File: src/rtl/mvt_pkg.sv
`default_nettype none
// ----------------------------------------------------------------------------
// mvt_pkg: shared types and constants for the 4x4 matrix-vector transform
// Field widths, payload structs, the data word that moves between cells, and
// the identity matrix that the configuration registers take at reset.
// ----------------------------------------------------------------------------
package mvt_pkg;

	localparam int unsigned NUM_LANES = 4;
	localparam int unsigned DATA_W    = 32;
	localparam int unsigned FRAC_W    = 16;
	localparam int unsigned PROD_W    = 2 * DATA_W;
	// Four products of up to 2^62 in magnitude need two extra bits.
	localparam int unsigned ACC_W     = PROD_W + 2;
	localparam int unsigned RND_W     = ACC_W - FRAC_W;
	localparam int unsigned NUM_REGS  = 8;
	localparam int unsigned REG_IDX_W = $clog2(NUM_REGS);
	localparam int unsigned CFG_W     = 2 * DATA_W;

	typedef logic signed [DATA_W-1:0] fix_t;
	typedef logic signed [PROD_W-1:0] prod_t;
	typedef logic signed [ACC_W-1:0]  acc_t;
	typedef logic signed [RND_W-1:0]  rnd_t;
	typedef logic [CFG_W-1:0]         cfg_word_t;
	typedef logic [REG_IDX_W-1:0]     reg_idx_t;

	typedef struct packed {
		fix_t vec_x;
		fix_t vec_y;
		fix_t vec_z;
		fix_t vec_w;
	} vec_in_t;

	typedef struct packed {
		fix_t out_x;
		fix_t out_y;
		fix_t out_z;
		fix_t out_w;
		logic saturated;
	} vec_out_t;

	// Element 0 of vec is the component that the next cell consumes.
	typedef struct packed {
		fix_t [NUM_LANES-1:0] vec;
		acc_t [NUM_LANES-1:0] acc;
	} cell_data_t;

	localparam acc_t ROUND_HALF = acc_t'(1) <<< (FRAC_W - 1);

	localparam cfg_word_t REG_RESET [NUM_REGS] = '{
		64'h0000_0000_0001_0000, 64'h0000_0000_0000_0000,
		64'h0001_0000_0000_0000, 64'h0000_0000_0000_0000,
		64'h0000_0000_0000_0000, 64'h0000_0000_0001_0000,
		64'h0000_0000_0000_0000, 64'h0001_0000_0000_0000
	};

endpackage
`default_nettype wire

File: src/rtl/mvt_round.sv
`default_nettype none
// ----------------------------------------------------------------------------
// mvt_round: rounding, saturation and result register
// Rounds each row sum to nearest at the Q16.16 point with ties upward, clips
// it to the signed 32-bit range and holds the result item until it is taken.
// ----------------------------------------------------------------------------
module mvt_round import mvt_pkg::*; (
	input  logic                  clk,
	input  logic                  arst_n,
	input  logic                  up_valid,
	output logic                  up_ready,
	input  acc_t [NUM_LANES-1:0]  acc,
	output logic                  res_valid,
	input  logic                  res_ready,
	output vec_out_t              res
);

	logic                  valid_s1;
	logic                  valid_q;
	logic                  en_s1;
	logic                  en_q;
	rnd_t [NUM_LANES-1:0]  rnd_s1;
	acc_t                  biased [NUM_LANES];
	fix_t                  comp   [NUM_LANES];
	logic [NUM_LANES-1:0]  clip;
	logic [RND_W-DATA_W:0] top    [NUM_LANES];
	vec_out_t              res_d;
	vec_out_t              res_q;

	assign en_q     = !valid_q || res_ready;
	assign en_s1    = !valid_s1 || en_q;
	assign up_ready = en_s1;

	always_comb begin
		for (int i = 0; i < NUM_LANES; i++) begin
			biased[i] = $signed(acc[i]) + ROUND_HALF;
		end
	end

	// A component fits when the bits from the sign of the 32-bit word upward agree.
	always_comb begin
		for (int i = 0; i < NUM_LANES; i++) begin
			top[i]  = rnd_s1[i][RND_W-1:DATA_W-1];
			clip[i] = !((&top[i]) || !(|top[i]));
			if (!clip[i]) begin
				comp[i] = rnd_s1[i][DATA_W-1:0];
			end else if (rnd_s1[i][RND_W-1]) begin
				comp[i] = {1'b1, {(DATA_W-1){1'b0}}};
			end else begin
				comp[i] = {1'b0, {(DATA_W-1){1'b1}}};
			end
		end
		res_d.out_x     = comp[0];
		res_d.out_y     = comp[1];
		res_d.out_z     = comp[2];
		res_d.out_w     = comp[3];
		res_d.saturated = |clip;
	end

	always_ff @(posedge clk or negedge arst_n) begin
		if (!arst_n) begin
			valid_s1 <= 1'b0;
			valid_q  <= 1'b0;
		end else begin
			if (en_s1) begin
				valid_s1 <= up_valid;
			end
			if (en_q) begin
				valid_q <= valid_s1;
			end
		end
	end

	always_ff @(posedge clk) begin
		if (en_s1 && up_valid) begin
			for (int i = 0; i < NUM_LANES; i++) begin
				rnd_s1[i] <= biased[i][ACC_W-1:FRAC_W];
			end
		end
		if (en_q && valid_s1) begin
			res_q <= res_d;
		end
	end

	assign res_valid = valid_q;
	assign res       = res_q;

endmodule
`default_nettype wire

File: config.mk
export PLATFORM = sky130hd
export DESIGN_NAME = mvt_round
export DESIGN_NICKNAME = d
export VERILOG_FILES = /design/src/rtl/mvt_pkg.sv /design/src/rtl/mvt_round.sv
export SDC_FILE = /design/constraint.sdc
export NUM_CORES = 1
export LEC_CHECK = 0
export ABC_AREA = 1
export BUFFER_PORTS_ARGS = -buffer_cell sky130_fd_sc_hd__buf_2
export CAP_MARGIN = 20
export CORE_ASPECT_RATIO = 1.2
export CORE_MARGIN = 2
export CORE_UTILIZATION = 50
export DETAILED_ROUTE_END_ITERATION = 6
export GPL_TIMING_DRIVEN = 0
export PLACE_DENSITY = 0.75
export SYNTH_ARGS = -nofsm -noshare
export SYNTH_HDL_FRONTEND = slang
export SYNTH_SLANG_ARGS = --single-unit
File: constraint.sdc
create_clock -name clk -period 11.3 [get_ports clk]
set_input_delay 2.26 -clock clk [delete_from_list [all_inputs] [get_ports clk]]
set_output_delay 2.26 -clock clk [all_outputs]
set_load 0.01 [all_outputs]
==> PnR_summary.wiki <==
{| class="wikitable"
! Metric !! Value
|-
| Static leakage power || 0.00843 uW
|-
| Cell area after technology mapping || 0.0177 mm2
|-
| CTS Root Buffer Type || sky130_fd_sc_hd__clkbuf_16
|-
| GRT Resource Usage Total || 25.7%
|-
| Starting density of the core || 50.7%
|-
| Routed length per placed instance || 16.5 um
|-
| FMAX || 199 MHz
|-
| Portion of total power attributed to sequential cells || 52.2%
|-
| Net switching power figure || 708 uW
|-
| Highest net fanout along the worst path || 3
|-
| Terminating pin of the worst hold path || res[100]
|-
| Iter 0 DRT Violations || 1040
|-
| CTS Buffer Depth || 3
|-
| Last weighted congestion value of the routability-driven placer || 0.972
|-
| Internal reg-to-reg setup slack || 9.08 ns
|-
| Post-Synthesis Net Count || 2317
|-
| DRT Pass-1 Iters || 6
|-
| Synthesis Warnings || 0
|-
| Clock Skew || 0.0245 ns
|-
| Overall die width || 176 um
|-
| Ys async rst share || 0.604%
|-
| Result of the run || completed
|-
| Nets || 2693
|-
| Final hold viol count || 0
|-
| Number of placed I/O pins || 399
|-
| Worst-margin pin slew || 0.899 ns
|-
| Mean post-synth cell area || 8.68 um2
|-
| Post-synthesis sequential area ratio || 56.0%
|-
| Setup repair after global routing missed its margin || false
|-
| Placed Cells || 2850
|-
| Path type of the worst setup path || in -> out
|-
| Final non-filler cell total || 2908
|-
| Crit path max-delay cell type || sky130_fd_sc_hd__buf_2
|-
| Core utilization of the finished layout || 60.5%
|-
| PwrDens || 137 mW/mm2
|-
| Fill cell total of the finished layout || 3049
|-
| Clock tree from TritonCTS || built
|-
| Source of the worst register-to-register timing path || res_valid
|-
| Residual overflow from global routing || 0
|-
| Tcrit/Tclk final || 44.6%
|-
| Post-DRT Antenna Nets || 0
|-
| Cells traversed along the worst timing path || buf_2 > inv_1 > nand3_1 > buf_2
|-
| Kind of path behind the tightest hold check || reg -> reg
|-
| Post-CTS Repair Setup Buffers || 0
|-
| Final number of setup-violating endpoints || 0
|-
| Slowest Stage Delay on Critical Path || 0.17 ns
|-
| Path depth of the worst reg2reg path || 4
|-
| Number of clock sinks || 331
|-
| Fraction of final layout cells sized beyond drive strength 1 || 20.4%
|-
| Number of enable-type register cells in the synthesized netlist || 329
|-
| Number of input and output port buffers inserted || 338
|-
| Delay-heaviest family, CP || buffers and inverters
|-
| Number of H-tree branching levels || 1
|-
| Worst hold path stage count || 2
|-
| Number of maximum-capacitance constraint violations || 0
|-
| Later-pin clock latency in the skew report || 0.58 ns
|-
| Antenna violations before repair || 1
|-
| Placeable Area || 0.0350 mm2
|-
| Vias/cell || 5.11
|-
| Most used cell, CP || sky130_fd_sc_hd__buf_2
|-
| Switching part of the total power || 24.4%
|-
| WL final || 48000 um
|-
| Worst slew margin relative to its limit || 39.9%
|-
| Post-detailed-route DRC marker count || 0
|-
| DP Wirelength || 39200 um
|-
| Distinct cells, synth || 30
|-
| Final critical-path required period || 5.04 ns
|-
| Global-route wire length before repair || 73500 um
|-
| Post-Synthesis Cells || 2045
|-
| Post-CTS resize count || 0
|-
| Vias in the first global route || 14227
|-
| Dominant synthesized flop cell || sky130_fd_sc_hd__edfxtp_1
|-
| Synthesis-to-finish area growth || 19.3%
|-
| Die span in y || 210 um
|-
| CTS clock-pin slew for the worst setup and hold paths || 0.07 ns
|-
| Internal power || 2190 uW
|-
| Number of register bits inferred by synthesis || 331
|-
| CTS buffer count || 31
|-
| Clock Power Share || 36.2%
|-
| Number of hold buffers added after cts || 0
|-
| Hold Startpoint || rnd_s1[3]
|-
| Placement row count || 75
|-
| Total Negative Setup Slacks || 0 ns
|-
| Combinational power share || 11.7%
|-
| Data required time of the worst path || 9.04 ns
|-
| Pin count of the biggest net entering global routing || 139
|-
| Arrival time of the worst setup path || 2.78 ns
|-
| Reg-to-reg critical path endpoint || rnd_s1[48]
|-
| Final Slew Violations || 0
|-
| VDD IR max || 114 uV
|-
| Die Footprint || 0.0370 mm2
|-
| Critical path capture point type || output pin
|-
| Number of diodes added for antenna fixing || 0
|-
| Total vias in the final route || 14859
|-
| WP buf/inv || 3
|-
| Critical path launch point type || input port
|}
==> cell families after synthesis <==
family	after synthesis	share of synthesized area, %
and+or+nand+nor	1432	33.9
DFF	331	56.0
buffers and inverters	136	3.17
xor gates and xnor gates	124	6.12
AOI/OAI and AO/OA	18	0.529
adders and majority gates	4	0.282
==> layout make-up <==
class / count / area, um2 / share of cell area [%]
buffer: 28 / 158 / 0.744
clock inverter: 20 / 196 / 0.928
tap: 462 / 578 / 2.73
sequential: 331 / 9930 / 46.9
clock buffer: 38 / 832 / 3.93
inverter: 108 / 413 / 1.95
timing repair buffer: 343 / 1810 / 8.53
multi-input combinational: 1578 / 7260 / 34.3
==> registers in the layout (all words and copies together), names as in the netlist <==
signal / cells
res_valid: 1
res: 129
rnd_s1: 200
valid_s1: 1
==> worst min-delay path, stage by stage, from the launching register on <==
cell and delay [ns]:
sky130_fd_sc_hd__edfxtp_1 0.32, sky130_fd_sc_hd__nand2_1 0.05, sky130_fd_sc_hd__nand2_1 0.05
==> placed cells by master (no fill, tap or decap), types with 4 or more instances in the layout <==
master and count:
sky130_fd_sc_hd__o21ai_1 10, sky130_fd_sc_hd__xor2_1 56, sky130_fd_sc_hd__nor3_1 13, sky130_fd_sc_hd__nor2_2 22, sky130_fd_sc_hd__clkinv_2 5, sky130_fd_sc_hd__clkinv_1 4, sky130_fd_sc_hd__clkbuf_16 31, sky130_fd_sc_hd__nand3b_1 11
sky130_fd_sc_hd__xnor2_1 68, sky130_fd_sc_hd__buf_2 353, sky130_fd_sc_hd__inv_1 104, sky130_fd_sc_hd__nor2_1 361, sky130_fd_sc_hd__nand2_2 22, sky130_fd_sc_hd__clkbuf_1 8, sky130_fd_sc_hd__nand4_1 62, sky130_fd_sc_hd__inv_6 5
sky130_fd_sc_hd__ha_1 4, sky130_fd_sc_hd__buf_4 9, sky130_fd_sc_hd__nand2_1 836, sky130_fd_sc_hd__o21ai_0 6, sky130_fd_sc_hd__edfxtp_1 329, sky130_fd_sc_hd__nor2_4 22, sky130_fd_sc_hd__nand3_1 69
==> power groups by stage <==
stage	Combinational [uW]	Sequential (uW)	Clock (uW)
floorplan	137	1580	0
global placement	319	1570	0
detailed placement	338	1540	0
CTS	340	1510	1060
global route	372	1520	1110
finish	338	1510	1050
==> metal layers <==
layer | part of all wire, % | up-vias | track usage, %
met5 | 0.023 | - | 0
met4 | 3.9 | 2 | 10.5
met3 | 6.8 | 107 | 3.10
met2 | 50 | 574 | 45.8
met1 | 39 | 6748 | 31.6
li1 | - | 7428 | -
==> how the worst max path moves through the flow <==
| stage | startpoint | end | slack [ns] | cells after the start |
|---|---|---|---|---|
| floorplan | res_ready | res[0] | 2.13 | 2 |
| global placement | res_ready | res[120] | -0.26 | 3 |
| detailed placement | res_ready | up_ready | 6.26 | 4 |
| CTS | res_ready | up_ready | 6.26 | 4 |
| global route | res_ready | up_ready | 6.23 | 4 |
| finish | res_ready | up_ready | 6.26 | 4 |
==> through the flow <==
step	hold slack, ns	instance area (um2)	power (uW)	setup WS (ns)
final	0.503	21200	2900	6.26
after CTS	0.505	21200	2910	6.26
after global routing	0.530	21200	3000	6.23
after detailed placement	0.494	20100	1880	6.26
after global placement	0.461	20000	1890	-0.258
after floorplan	0.447	17700	1720	2.13
==> synth_stat cells (all sizes together) (4+ instances only) <==
| library cell | number | area [um2] |
|---|---|---|
| ha | 4 | 50.1 |
| xor2 | 56 | 490 |
| nand3b | 11 | 82.6 |
| edfxtp | 329 | 9880 |
| nand4 | 62 | 388 |
| nand3 | 72 | 375 |
| nand2 | 860 | 3300 |
| nor2 | 405 | 1740 |
| buf | 24 | 143 |
| inv | 108 | 405 |
| nor3 | 14 | 75.1 |
| o21ai | 17 | 88.8 |
| or2 | 6 | 37.5 |
| xnor2 | 68 | 596 |
| clkbuf | 4 | 15.0 |
No activity file was read; power rests on OpenSTA's default activity.
